<file path="src/design/abrs_pkg.sv">
// Shared constants, codes and types of the alternating bit sender.
// No dependencies; imported by every module of the block.
package abrs_pkg;

   localparam int QUEUE_DEPTH = 16;
   localparam int QPTR_W      = (QUEUE_DEPTH > 1) ? $clog2(QUEUE_DEPTH) : 1;
   localparam int QFILL_W     = $clog2(QUEUE_DEPTH + 1);

   localparam int WORD_W    = 32;
   localparam int CMD_W     = 8;
   localparam int PEND_W    = 5;
   localparam int OP_W      = 2;
   localparam int KIND_W    = 2;
   localparam int ELAPSED_W = 17;
   localparam int TIMEOUT_W = 16;

   localparam logic [ELAPSED_W-1:0] ELAPSED_MAX = 17'd65536;

   // operation codes
   localparam logic [OP_W-1:0] OP_ENQUEUE = 2'd0;
   localparam logic [OP_W-1:0] OP_POLL    = 2'd1;
   localparam logic [OP_W-1:0] OP_TICK    = 2'd2;

   // result kinds
   localparam logic [KIND_W-1:0] KIND_FORWARD = 2'd0;
   localparam logic [KIND_W-1:0] KIND_NEW     = 2'd1;
   localparam logic [KIND_W-1:0] KIND_RESEND  = 2'd2;

   // register indexes
   localparam int CSR_IDX_W  = 2;
   localparam int CSR_DATA_W = 16;
   localparam logic [CSR_IDX_W-1:0] CSR_ACK_ZERO = 2'd0;
   localparam logic [CSR_IDX_W-1:0] CSR_ACK_ONE  = 2'd1;
   localparam logic [CSR_IDX_W-1:0] CSR_TIMEOUT  = 2'd2;

   localparam logic [CMD_W-1:0]     ACK_ZERO_RST = 8'd85;
   localparam logic [CMD_W-1:0]     ACK_ONE_RST  = 8'd170;
   localparam logic [TIMEOUT_W-1:0] TIMEOUT_RST  = 16'd2000;

   // result queue
   localparam int RSP_DEPTH = 4;
   localparam int RSP_PTR_W = $clog2(RSP_DEPTH);
   localparam int RSP_CNT_W = $clog2(RSP_DEPTH + 1);

   typedef struct packed {
      logic [WORD_W-1:0] azimuth;
      logic [WORD_W-1:0] inclination;
      logic [WORD_W-1:0] roll;
      logic [WORD_W-1:0] distance;
   } reading_type;

   typedef struct packed {
      logic [OP_W-1:0]  op;
      reading_type      reading;
      logic             present;
      logic [CMD_W-1:0] command;
   } cmd_type;

   typedef struct packed {
      logic [KIND_W-1:0] kind;
      logic              seq_bit;
      reading_type       words;
      logic [CMD_W-1:0]  fwd_cmd;
      logic [PEND_W-1:0] pending;
      logic              last;
   } rsp_type;

   // engine to result queue
   typedef struct packed {
      logic    push;
      rsp_type data;
   } rsp_push_type;

endpackage

</file>
<file path="src/design/abrs_front.sv">
// Front end: accepts request transactions, drops unused operation codes and
// holds classified commands in a two-entry queue. Depends on abrs_pkg.
module abrs_front (
   input  logic                             clock,
   input  logic                             reset,
   input  logic                             req_push,
   output logic                             req_full,
   input  logic [abrs_pkg::OP_W-1:0]        req_operation,
   input  abrs_pkg::reading_type            req_reading,
   input  logic                             req_command_present,
   input  logic [abrs_pkg::CMD_W-1:0]       req_received_command,
   output logic                             cmd_valid,
   output abrs_pkg::cmd_type                cmd_data,
   input  logic                             cmd_pop
);
   import abrs_pkg::*;

   cmd_type     slot_ff [2];
   logic        wr_ptr_ff, wr_ptr_in;
   logic        rd_ptr_ff, rd_ptr_in;
   logic [1:0]  count_ff, count_in;
   logic        known_op;
   logic        do_wr;
   logic        do_rd;

   assign req_full  = (count_ff == 2'd2);
   assign cmd_valid = (count_ff != 2'd0);
   assign cmd_data  = slot_ff[rd_ptr_ff];

   // operation code 3 is taken and dropped here
   assign known_op = (req_operation == OP_ENQUEUE) || (req_operation == OP_POLL) ||
                     (req_operation == OP_TICK);
   assign do_wr    = req_push && !req_full && known_op;
   assign do_rd    = cmd_pop && cmd_valid;

   always_comb begin
      wr_ptr_in = do_wr ? ~wr_ptr_ff : wr_ptr_ff;
      rd_ptr_in = do_rd ? ~rd_ptr_ff : rd_ptr_ff;
      count_in  = count_ff + {1'b0, do_wr} - {1'b0, do_rd};
   end

   always_ff @(posedge clock) begin
      if (reset) begin
         wr_ptr_ff <= 1'b0;
         rd_ptr_ff <= 1'b0;
         count_ff  <= 2'd0;
      end else begin
         wr_ptr_ff <= wr_ptr_in;
         rd_ptr_ff <= rd_ptr_in;
         count_ff  <= count_in;
      end
   end

   always_ff @(posedge clock) begin
      if (do_wr) begin
         slot_ff[wr_ptr_ff] <= '{op: req_operation, reading: req_reading,
                                 present: req_command_present,
                                 command: req_received_command};
      end
   end

endmodule

</file>
<file path="src/design/abrs_engine.sv">
// Back end: reading queue memory, acknowledgement check, send step and
// millisecond timer; pushes results into the result queue. Depends on abrs_pkg.
module abrs_engine (
   input  logic                             clock,
   input  logic                             reset,
   input  logic                             csr_wr_en,
   input  logic [abrs_pkg::CSR_IDX_W-1:0]   csr_index,
   input  logic [abrs_pkg::CSR_DATA_W-1:0]  csr_wr_data,
   input  logic                             cmd_valid,
   input  abrs_pkg::cmd_type                cmd_data,
   output logic                             cmd_pop,
   input  logic                             rsp_room,
   output abrs_pkg::rsp_push_type           rsp_out
);
   import abrs_pkg::*;

   localparam logic [1:0] ST_IDLE = 2'd0;
   localparam logic [1:0] ST_SEND = 2'd1;
   localparam logic [1:0] ST_EMIT = 2'd2;

   logic [1:0]           state_ff, state_in;
   logic [QPTR_W-1:0]    head_ff, head_in;
   logic [QPTR_W-1:0]    tail_ff, tail_in;
   logic [QFILL_W-1:0]   fill_ff, fill_in;
   logic                 await_ff, await_in;
   logic                 seq_ff, seq_in;
   logic [ELAPSED_W-1:0] elapsed_ff, elapsed_in;
   logic                 fwd_valid_ff, fwd_valid_in;
   logic                 emit_new_ff, emit_new_in;
   logic                 emit_bit_ff, emit_bit_in;
   logic [PEND_W-1:0]    emit_pend_ff, emit_pend_in;
   logic [CMD_W-1:0]     ack0_ff, ack1_ff;
   logic [TIMEOUT_W-1:0] timeout_ff;
   logic [CMD_W-1:0]     fwd_cmd_ff;
   reading_type          cur_ff;
   reading_type          rd_data_ff;
   reading_type          mem [QUEUE_DEPTH];

   logic                 mem_we;
   logic                 mem_re;
   logic [PEND_W-1:0]    pending_now;
   logic [CMD_W-1:0]     expected_code;
   logic [CMD_W-1:0]     other_code;
   logic                 resend;
   logic                 fresh;

   function automatic logic [QPTR_W-1:0] ptr_next(input logic [QPTR_W-1:0] p);
      if (p == QPTR_W'(QUEUE_DEPTH - 1)) begin
         return '0;
      end
      return p + QPTR_W'(1);
   endfunction

   assign pending_now   = PEND_W'({1'b0, fill_ff} + (QFILL_W + 1)'(await_ff));
   // seq_ff holds the bit of the next packet; the one just used is its inverse
   assign expected_code = seq_ff ? ack0_ff : ack1_ff;
   assign other_code    = seq_ff ? ack1_ff : ack0_ff;
   assign resend        = await_ff && (elapsed_ff > ELAPSED_W'(timeout_ff));
   assign fresh         = !await_ff && (fill_ff != '0);

   always_comb begin
      state_in     = state_ff;
      head_in      = head_ff;
      tail_in      = tail_ff;
      fill_in      = fill_ff;
      await_in     = await_ff;
      seq_in       = seq_ff;
      elapsed_in   = elapsed_ff;
      fwd_valid_in = fwd_valid_ff;
      emit_new_in  = emit_new_ff;
      emit_bit_in  = emit_bit_ff;
      emit_pend_in = emit_pend_ff;
      mem_we       = 1'b0;
      mem_re       = 1'b0;
      cmd_pop      = 1'b0;
      rsp_out      = '0;

      case (state_ff)
         ST_IDLE: begin
            // start only with room for the two results an item can make
            if (cmd_valid && rsp_room) begin
               cmd_pop      = 1'b1;
               fwd_valid_in = 1'b0;
               case (cmd_data.op)
                  OP_ENQUEUE: begin
                     if (fill_ff < QFILL_W'(QUEUE_DEPTH)) begin
                        mem_we  = 1'b1;
                        tail_in = ptr_next(tail_ff);
                        fill_in = fill_ff + QFILL_W'(1);
                     end
                     state_in = ST_SEND;
                  end
                  OP_POLL: begin
                     if (cmd_data.present) begin
                        if (cmd_data.command == expected_code) begin
                           await_in     = 1'b0;
                           fwd_valid_in = 1'b1;
                        end else if (cmd_data.command != other_code) begin
                           fwd_valid_in = 1'b1;
                        end
                     end
                     state_in = ST_SEND;
                  end
                  OP_TICK: begin
                     if (elapsed_ff < ELAPSED_MAX) begin
                        elapsed_in = elapsed_ff + ELAPSED_W'(1);
                     end
                  end
                  default: begin
                  end
               endcase
            end
         end
         ST_SEND: begin
            if (fwd_valid_ff) begin
               rsp_out.push         = 1'b1;
               rsp_out.data.kind    = KIND_FORWARD;
               rsp_out.data.fwd_cmd = fwd_cmd_ff;
               rsp_out.data.pending = pending_now;
               rsp_out.data.last    = !(resend || fresh);
            end
            if (resend) begin
               elapsed_in   = '0;
               emit_new_in  = 1'b0;
               emit_bit_in  = ~seq_ff;
               emit_pend_in = pending_now;
               state_in     = ST_EMIT;
            end else if (fresh) begin
               // dequeue: fill drops by one and the outstanding packet adds one
               mem_re       = 1'b1;
               head_in      = ptr_next(head_ff);
               fill_in      = fill_ff - QFILL_W'(1);
               await_in     = 1'b1;
               elapsed_in   = '0;
               emit_new_in  = 1'b1;
               emit_bit_in  = seq_ff;
               emit_pend_in = PEND_W'(fill_ff);
               seq_in       = ~seq_ff;
               state_in     = ST_EMIT;
            end else begin
               state_in = ST_IDLE;
            end
         end
         ST_EMIT: begin
            rsp_out.push         = 1'b1;
            rsp_out.data.kind    = emit_new_ff ? KIND_NEW : KIND_RESEND;
            rsp_out.data.seq_bit = emit_bit_ff;
            rsp_out.data.words   = emit_new_ff ? rd_data_ff : cur_ff;
            rsp_out.data.pending = emit_pend_ff;
            rsp_out.data.last    = 1'b1;
            state_in             = ST_IDLE;
         end
         default: begin
            state_in = ST_IDLE;
         end
      endcase
   end

   always_ff @(posedge clock) begin
      if (reset) begin
         state_ff     <= ST_IDLE;
         head_ff      <= '0;
         tail_ff      <= '0;
         fill_ff      <= '0;
         await_ff     <= 1'b0;
         seq_ff       <= 1'b0;
         elapsed_ff   <= '0;
         fwd_valid_ff <= 1'b0;
         emit_new_ff  <= 1'b0;
         emit_bit_ff  <= 1'b0;
         emit_pend_ff <= '0;
         ack0_ff      <= ACK_ZERO_RST;
         ack1_ff      <= ACK_ONE_RST;
         timeout_ff   <= TIMEOUT_RST;
      end else begin
         state_ff     <= state_in;
         head_ff      <= head_in;
         tail_ff      <= tail_in;
         fill_ff      <= fill_in;
         await_ff     <= await_in;
         seq_ff       <= seq_in;
         elapsed_ff   <= elapsed_in;
         fwd_valid_ff <= fwd_valid_in;
         emit_new_ff  <= emit_new_in;
         emit_bit_ff  <= emit_bit_in;
         emit_pend_ff <= emit_pend_in;
         if (csr_wr_en) begin
            case (csr_index)
               CSR_ACK_ZERO: ack0_ff    <= csr_wr_data[CMD_W-1:0];
               CSR_ACK_ONE:  ack1_ff    <= csr_wr_data[CMD_W-1:0];
               CSR_TIMEOUT:  timeout_ff <= csr_wr_data[TIMEOUT_W-1:0];
               default: begin
               end
            endcase
         end
      end
   end

   // payload: command byte, outstanding packet, queue memory
   always_ff @(posedge clock) begin
      if (cmd_pop) begin
         fwd_cmd_ff <= cmd_data.command;
      end
      if (state_ff == ST_EMIT && emit_new_ff) begin
         cur_ff <= rd_data_ff;
      end
      if (mem_we) begin
         mem[tail_ff] <= cmd_data.reading;
      end
      if (mem_re) begin
         rd_data_ff <= mem[head_ff];
      end
   end

endmodule

</file>
<file path="src/design/abrs_rsp_fifo.sv">
// Result queue between the engine and the response ports.
// Depends on abrs_pkg.
module abrs_rsp_fifo (
   input  logic                   clock,
   input  logic                   reset,
   input  abrs_pkg::rsp_push_type push_in,
   output logic                   room,
   output logic                   empty,
   input  logic                   pop,
   output abrs_pkg::rsp_type      head
);
   import abrs_pkg::*;

   rsp_type              slot_ff [RSP_DEPTH];
   logic [RSP_PTR_W-1:0] wr_ptr_ff, wr_ptr_in;
   logic [RSP_PTR_W-1:0] rd_ptr_ff, rd_ptr_in;
   logic [RSP_CNT_W-1:0] count_ff, count_in;
   logic                 do_rd;

   assign empty = (count_ff == '0);
   // two free entries: enough for every result of one transaction
   assign room  = (count_ff <= RSP_CNT_W'(RSP_DEPTH - 2));
   assign head  = slot_ff[rd_ptr_ff];
   assign do_rd = pop && !empty;

   always_comb begin
      wr_ptr_in = push_in.push ? wr_ptr_ff + RSP_PTR_W'(1) : wr_ptr_ff;
      rd_ptr_in = do_rd ? rd_ptr_ff + RSP_PTR_W'(1) : rd_ptr_ff;
      count_in  = count_ff + RSP_CNT_W'(push_in.push) - RSP_CNT_W'(do_rd);
   end

   always_ff @(posedge clock) begin
      if (reset) begin
         wr_ptr_ff <= '0;
         rd_ptr_ff <= '0;
         count_ff  <= '0;
      end else begin
         wr_ptr_ff <= wr_ptr_in;
         rd_ptr_ff <= rd_ptr_in;
         count_ff  <= count_in;
      end
   end

   always_ff @(posedge clock) begin
      if (push_in.push) begin
         slot_ff[wr_ptr_ff] <= push_in.data;
      end
   end

endmodule

</file>
<file path="src/design/alternating_bit_reliable_sender.sv">
// Top level of the alternating bit sender: front end, engine, result queue.
// Depends on abrs_pkg, abrs_front, abrs_engine, abrs_rsp_fifo.
//
//   channel   ports    handshake            moves
//   request   req_*    push / full          one item: enqueue, poll or tick
//   response  rsp_*    empty / pop          one result, oldest first
//   control   csr_*    wr_en                one register write, no wait
//
// An enqueue or poll passes through the engine's start and send steps, and an emit
// step when it sends or resends a packet; a tick ends in the start step, and an unused
// code is dropped in the front end. A request is registered in the front queue before
// the engine can take it. The engine takes a command only when the result queue has
// two free entries. Reset is synchronous and needs no clearing pass; queue memory
// entries hold nothing meaningful until written.
module alternating_bit_reliable_sender (
   input  logic                            clock,
   input  logic                            reset,
   input  logic                            req_push,
   output logic                            req_full,
   input  logic [abrs_pkg::OP_W-1:0]       req_operation,
   input  logic [abrs_pkg::WORD_W-1:0]     req_reading_azimuth,
   input  logic [abrs_pkg::WORD_W-1:0]     req_reading_inclination,
   input  logic [abrs_pkg::WORD_W-1:0]     req_reading_roll,
   input  logic [abrs_pkg::WORD_W-1:0]     req_reading_distance,
   input  logic                            req_command_present,
   input  logic [abrs_pkg::CMD_W-1:0]      req_received_command,
   output logic                            rsp_empty,
   input  logic                            rsp_pop,
   output logic [abrs_pkg::KIND_W-1:0]     rsp_result_kind,
   output logic                            rsp_packet_sequence_bit,
   output logic [abrs_pkg::WORD_W-1:0]     rsp_sent_azimuth,
   output logic [abrs_pkg::WORD_W-1:0]     rsp_sent_inclination,
   output logic [abrs_pkg::WORD_W-1:0]     rsp_sent_roll,
   output logic [abrs_pkg::WORD_W-1:0]     rsp_sent_distance,
   output logic [abrs_pkg::CMD_W-1:0]      rsp_forwarded_command,
   output logic [abrs_pkg::PEND_W-1:0]     rsp_pending_total,
   output logic                            rsp_last_of_run,
   input  logic                            csr_wr_en,
   input  logic [abrs_pkg::CSR_IDX_W-1:0]  csr_index,
   input  logic [abrs_pkg::CSR_DATA_W-1:0] csr_wr_data
);
   import abrs_pkg::*;

   reading_type  req_reading;
   logic         cmd_valid;
   cmd_type      cmd_data;
   logic         cmd_pop;
   logic         rsp_room;
   rsp_push_type rsp_push;
   rsp_type      rsp_head;

   assign req_reading = '{azimuth: req_reading_azimuth, inclination: req_reading_inclination,
                          roll: req_reading_roll, distance: req_reading_distance};

   abrs_front u_front (
      .clock                (clock),
      .reset                (reset),
      .req_push             (req_push),
      .req_full             (req_full),
      .req_operation        (req_operation),
      .req_reading          (req_reading),
      .req_command_present  (req_command_present),
      .req_received_command (req_received_command),
      .cmd_valid            (cmd_valid),
      .cmd_data             (cmd_data),
      .cmd_pop              (cmd_pop)
   );

   abrs_engine u_engine (
      .clock       (clock),
      .reset       (reset),
      .csr_wr_en   (csr_wr_en),
      .csr_index   (csr_index),
      .csr_wr_data (csr_wr_data),
      .cmd_valid   (cmd_valid),
      .cmd_data    (cmd_data),
      .cmd_pop     (cmd_pop),
      .rsp_room    (rsp_room),
      .rsp_out     (rsp_push)
   );

   abrs_rsp_fifo u_rsp_fifo (
      .clock   (clock),
      .reset   (reset),
      .push_in (rsp_push),
      .room    (rsp_room),
      .empty   (rsp_empty),
      .pop     (rsp_pop),
      .head    (rsp_head)
   );

   assign rsp_result_kind         = rsp_head.kind;
   assign rsp_packet_sequence_bit = rsp_head.seq_bit;
   assign rsp_sent_azimuth        = rsp_head.words.azimuth;
   assign rsp_sent_inclination    = rsp_head.words.inclination;
   assign rsp_sent_roll           = rsp_head.words.roll;
   assign rsp_sent_distance       = rsp_head.words.distance;
   assign rsp_forwarded_command   = rsp_head.fwd_cmd;
   assign rsp_pending_total       = rsp_head.pending;
   assign rsp_last_of_run         = rsp_head.last;

endmodule

</file>
<file path="config.mk">
export PLATFORM = sky130hd
export DESIGN_NAME = alternating_bit_reliable_sender
export DESIGN_NICKNAME = d
export VERILOG_FILES = /design/src/design/abrs_pkg.sv /design/src/design/abrs_front.sv /design/src/design/abrs_engine.sv /design/src/design/abrs_rsp_fifo.sv /design/src/design/alternating_bit_reliable_sender.sv
export SDC_FILE = /design/constraint.sdc
export NUM_CORES = 2
export LEC_CHECK = 0
export BUFFER_PORTS_ARGS = -buffer_cell sky130_fd_sc_hd__buf_2
export CAP_MARGIN = 20
export CORE_ASPECT_RATIO = 0.75
export CORE_UTILIZATION = 40
export DETAILED_ROUTE_END_ITERATION = 10
export GPL_ROUTABILITY_DRIVEN = 1
export GPL_TIMING_DRIVEN = 0
export PLACE_DENSITY = 0.64
export SETUP_SLACK_MARGIN = 0.05
export SLEW_MARGIN = 5
export SYNTH_ARGS = -nofsm -noshare
export SYNTH_HDL_FRONTEND = slang
export SYNTH_SLANG_ARGS = --single-unit
export TNS_END_PERCENT = 5
</file>
<file path="constraint.sdc">
create_clock -name clock -period 29.7 [get_ports clock]
set_input_delay 1.485 -clock clock [delete_from_list [all_inputs] [get_ports clock]]
set_output_delay 1.485 -clock clock [all_outputs]
set_load 0.01 [all_outputs]
</file>
==> results.py <==
metrics = {
    "clock_network": {
        "cts_buffers": 326,
        "post_cts_buffers": 0,
        "hold_buffers": 0,
        "tritoncts": "built",
        "clock_latency_ns": 0.90,
        "cts-root-buf": "clkbuf_16",
        "htree_levels": 5,
        "cts_resized": 0,
        "clkSinkCount": 3258,
        "path_clk_slew_ns": 0.06,
        "ctsLongestPathBuffers": 4,
    },
    "sta": {
        "min_period_ns": 5.66,
        "hold_viol": 0,
        "setup_viol": 0,
        "fin_worst_skew_ns": 0.0584,
        "rsz0062_at_grt": "false",
        "worst_slack_ns": 24.04,
        "slew-limit-headroom": 0.227,
        "max_slew.worst_pin.slew_ns": 1.16,
        "fin_crit_sh": 0.190,
        "finalSetupTns_ns": 0,
        "fmax_mhz": 177,
        "finalMaxSlewViolations": 0,
    },
    "flow_run": {
        "cap_violations": 0,
    },
    "yosys": {
        "synth.most_common_cell": "edfxtp_1",
        "synth.top_cell.area_share": 0.776,
        "synth.net_count": 5431,
        "synth_ff_type": "edfxtp_1",
        "ys_seq_area_frac": 0.790,
        "synth_area_leaders": "edfxtp_1, mux4_2, dfxtp_1",
        "synth_area_leader_cell": "edfxtp_1",
        "avgSynthCellArea_um2": 23.5,
        "async_flop_share": 0,
        "ys_ff_latch": 3258,
        "syn_area_mm2": 0.123,
        "synth_cells": 5228,
        "synth.distinct_cells": 57,
        "synth-edff-count": 3170,
        "ys_warn_count": 0,
        "synthTopCellsByCount": "edfxtp_1, mux4_2, mux2i_1, clkbuf_1, nor2b_1",
    },
    "cells_and_area": {
        "fillCellCount": 24300,
        "fin_nets": 6315,
        "final-seq-area_mm2": 0.0970,
        "multi_input_area_mm2": 0.0246,
        "syn2layout_area_growth_pct": 17.3,
        "drive_above_1_share": 0.312,
    },
    "critical_path": {
        "required_ns": 28.21,
        "slowest_delay_ns": 0.87,
        "crit_end": "rsp_sent_azimuth[2]",
        "crit_arrival_ns": 4.17,
        "cp_slowest_cell": "clkbuf_1",
        "crit_family": "buffers and inverters",
        "ff2ff_setup_slack_ns": 24.93,
        "crit_chain": "clkbuf_2 -> buf_16 -> buf_2 -> clkbuf_1 -> mux4_2 -> buf_2",
        "r2r-end": "u_engine.mem[0][34]",
        "critical_path_class": "flop to output port",
        "cp-start-kind": "flop",
        "worst_setup_path_end_kind": "output port",
        "cp_max_fo": 10,
        "path_depth": 6,
        "reg2reg_depth": 13,
        "rr_startpoint": "u_engine.state_ff[0]",
        "worst-path-buf-inv": 5,
        "crit_path_frequent_cell": "buf_2",
    },
    "global_routing": {
        "grt_use_total": 0.195,
        "antenna_found_initial": 65,
        "overflow": 0,
        "grt_max_degree": 49,
        "grt_pass1_wl_mm": 429,
        "grt_pass1_vias": 58200,
    },
    "detailed_routing": {
        "vias": 57800,
        "totalWireLength_mm": 303,
        "drc_errors": 0,
        "top_layer_used": "met5",
        "met1_length_mm": 124,
        "first_pass_iters": 7,
        "wl_met2_mm": 149,
        "drt_iter0_drc": 6565,
        "wl_per_cell_um": 29.0,
        "antenna_left": 0,
        "wl_met3_mm": 22.7,
        "vias_per_cell": 5.53,
    },
    "die": {
        "dieHeight_um": 482,
        "core_mm2": 0.304,
        "initial_core_util": 0.403,
        "rows": 175,
        "ios": 309,
        "die_w_um": 641,
        "die_area_mm2": 0.309,
    },
    "run_status": {
        "outcome": "finished, final reports clean",
    },
    "power": {
        "ir_drop_mv": 0.0473,
        "power_density_mw_per_mm2": 75.3,
        "power_w": 0.0108,
        "leakagePower_nw": 44.3,
    },
    "place": {
        "io_buffers": 307,
        "hpwlAfterDp_mm": 202,
        "pre_cts_slack_ns": 24.69,
        "gp_congestion": 0.814,
    },
    "worst_hold_path": {
        "hp-class": "flop to flop",
        "min-delay-start": "u_engine.rd_data_ff[50]",
    },
}
## logic make-up (layout without fill, tap and decap cells)
family | Yosys count | in the layout | share of synthesized area
compound gates | 125 | 125 | 0.00682
xor+xnor | 34 | 34 | 0.00243
fa+ha+maj | 41 | 41 | 0.00430
buf+inv | 310 | 1449 | 0.00988
flops | 3258 | 3258 | 0.790
mux | 1079 | 1079 | 0.169
other cells | 0 | 16 | 0
simple gates | 381 | 381 | 0.0167
## power breakdown
part / internal, W / leakage (nW) / switching [W]
Clock: 0.00230 / 5.00 / 0.00170
Sequential: 0.00547 / 29.3 / 0.0000293
Combinational: 0.000468 / 9.97 / 0.000867
## state kept, by name, indices dropped and copies added (netlist names), 2 cells and up, named ones only
| name | flops |
|---|---|
| u_engine.mem | 2048 |
| u_rsp_fifo.slot_ff | 580 |
| u_front.slot_ff | 278 |
| u_engine.cur_ff | 128 |
| u_engine.rd_data_ff | 128 |
| u_engine.elapsed_ff | 17 |
| u_engine.timeout_ff | 16 |
| u_engine.ack0_ff | 8 |
| u_engine.ack1_ff | 8 |
| u_engine.fwd_cmd_ff | 8 |
| u_engine.emit_pend_ff | 5 |
| u_engine.fill_ff | 5 |
| u_engine.head_ff | 4 |
| u_engine.tail_ff | 4 |
| u_rsp_fifo.count_ff | 3 |
| u_engine.state_ff | 2 |
| u_front.count_ff | 2 |
| u_rsp_fifo.rd_ptr_ff | 2 |
| u_rsp_fifo.wr_ptr_ff | 2 |
## cell type report
class	instances	share of cell area
Clock inverter	174	0.0104
Buffer	253	0.00705
Tap cell	4071	0.0354
Sequential cell	3258	0.674
Inverter	57	0.00149
Antenna cell	16	0.000278
Timing Repair Buffer	556	0.0395
Clock buffer	409	0.0609
Multi-Input combinational cell	1660	0.171
## cells in the final DEF, fill, tap and decap left out, types with 50 or more instances in the layout
cell       netlist  layout
buf_12           0      85
dfxtp_1         88      88
clkbuf_16        0     339
buf_1           62      60
edfxtp_1      3170    3170
clkinv_2         0      50
nor2b_1        141     140
inv_1           57      57
mux2i_1        164     164
clkbuf_1       157     215
nand2_1         58      58
nor2_1          74      62
mux2_2         130     130
buf_2           32     341
mux4_2         785     785
clkinv_1         0      77
## through the flow
stage | hold WS (ns) | util | instances | cell area [um2]
6_report | 0.415 | 0.473 | 10500 | 144000
5_1_grt | 0.433 | 0.473 | 10400 | 144000
4_1_cts | 0.414 | 0.472 | 10400 | 144000
3_5_place_dp | 0.433 | 0.439 | 9842 | 133000
3_3_place_gp | 0.431 | 0.425 | 9606 | 129000
2_1_floorplan | 0.426 | - | 5228 | 123000
## metal layers
layer | vias to the layer above | track usage
met5 | - | 0
met4 | 30 | 0.0465
met3 | 491 | 0.0367
met2 | 2422 | 0.323
met1 | 31000 | 0.267
li1 | 23800 | -
## worst min-delay path by stage
stage	cells after the start	to
global placement	0	u_engine.cur_ff[61]
global route	0	u_engine.cur_ff[50]
CTS	0	u_engine.cur_ff[50]
floorplan	0	u_engine.cur_ff[0]
finish	0	u_engine.cur_ff[50]
detailed placement	0	u_engine.cur_ff[124]
(Power assumes the default switching activity.)
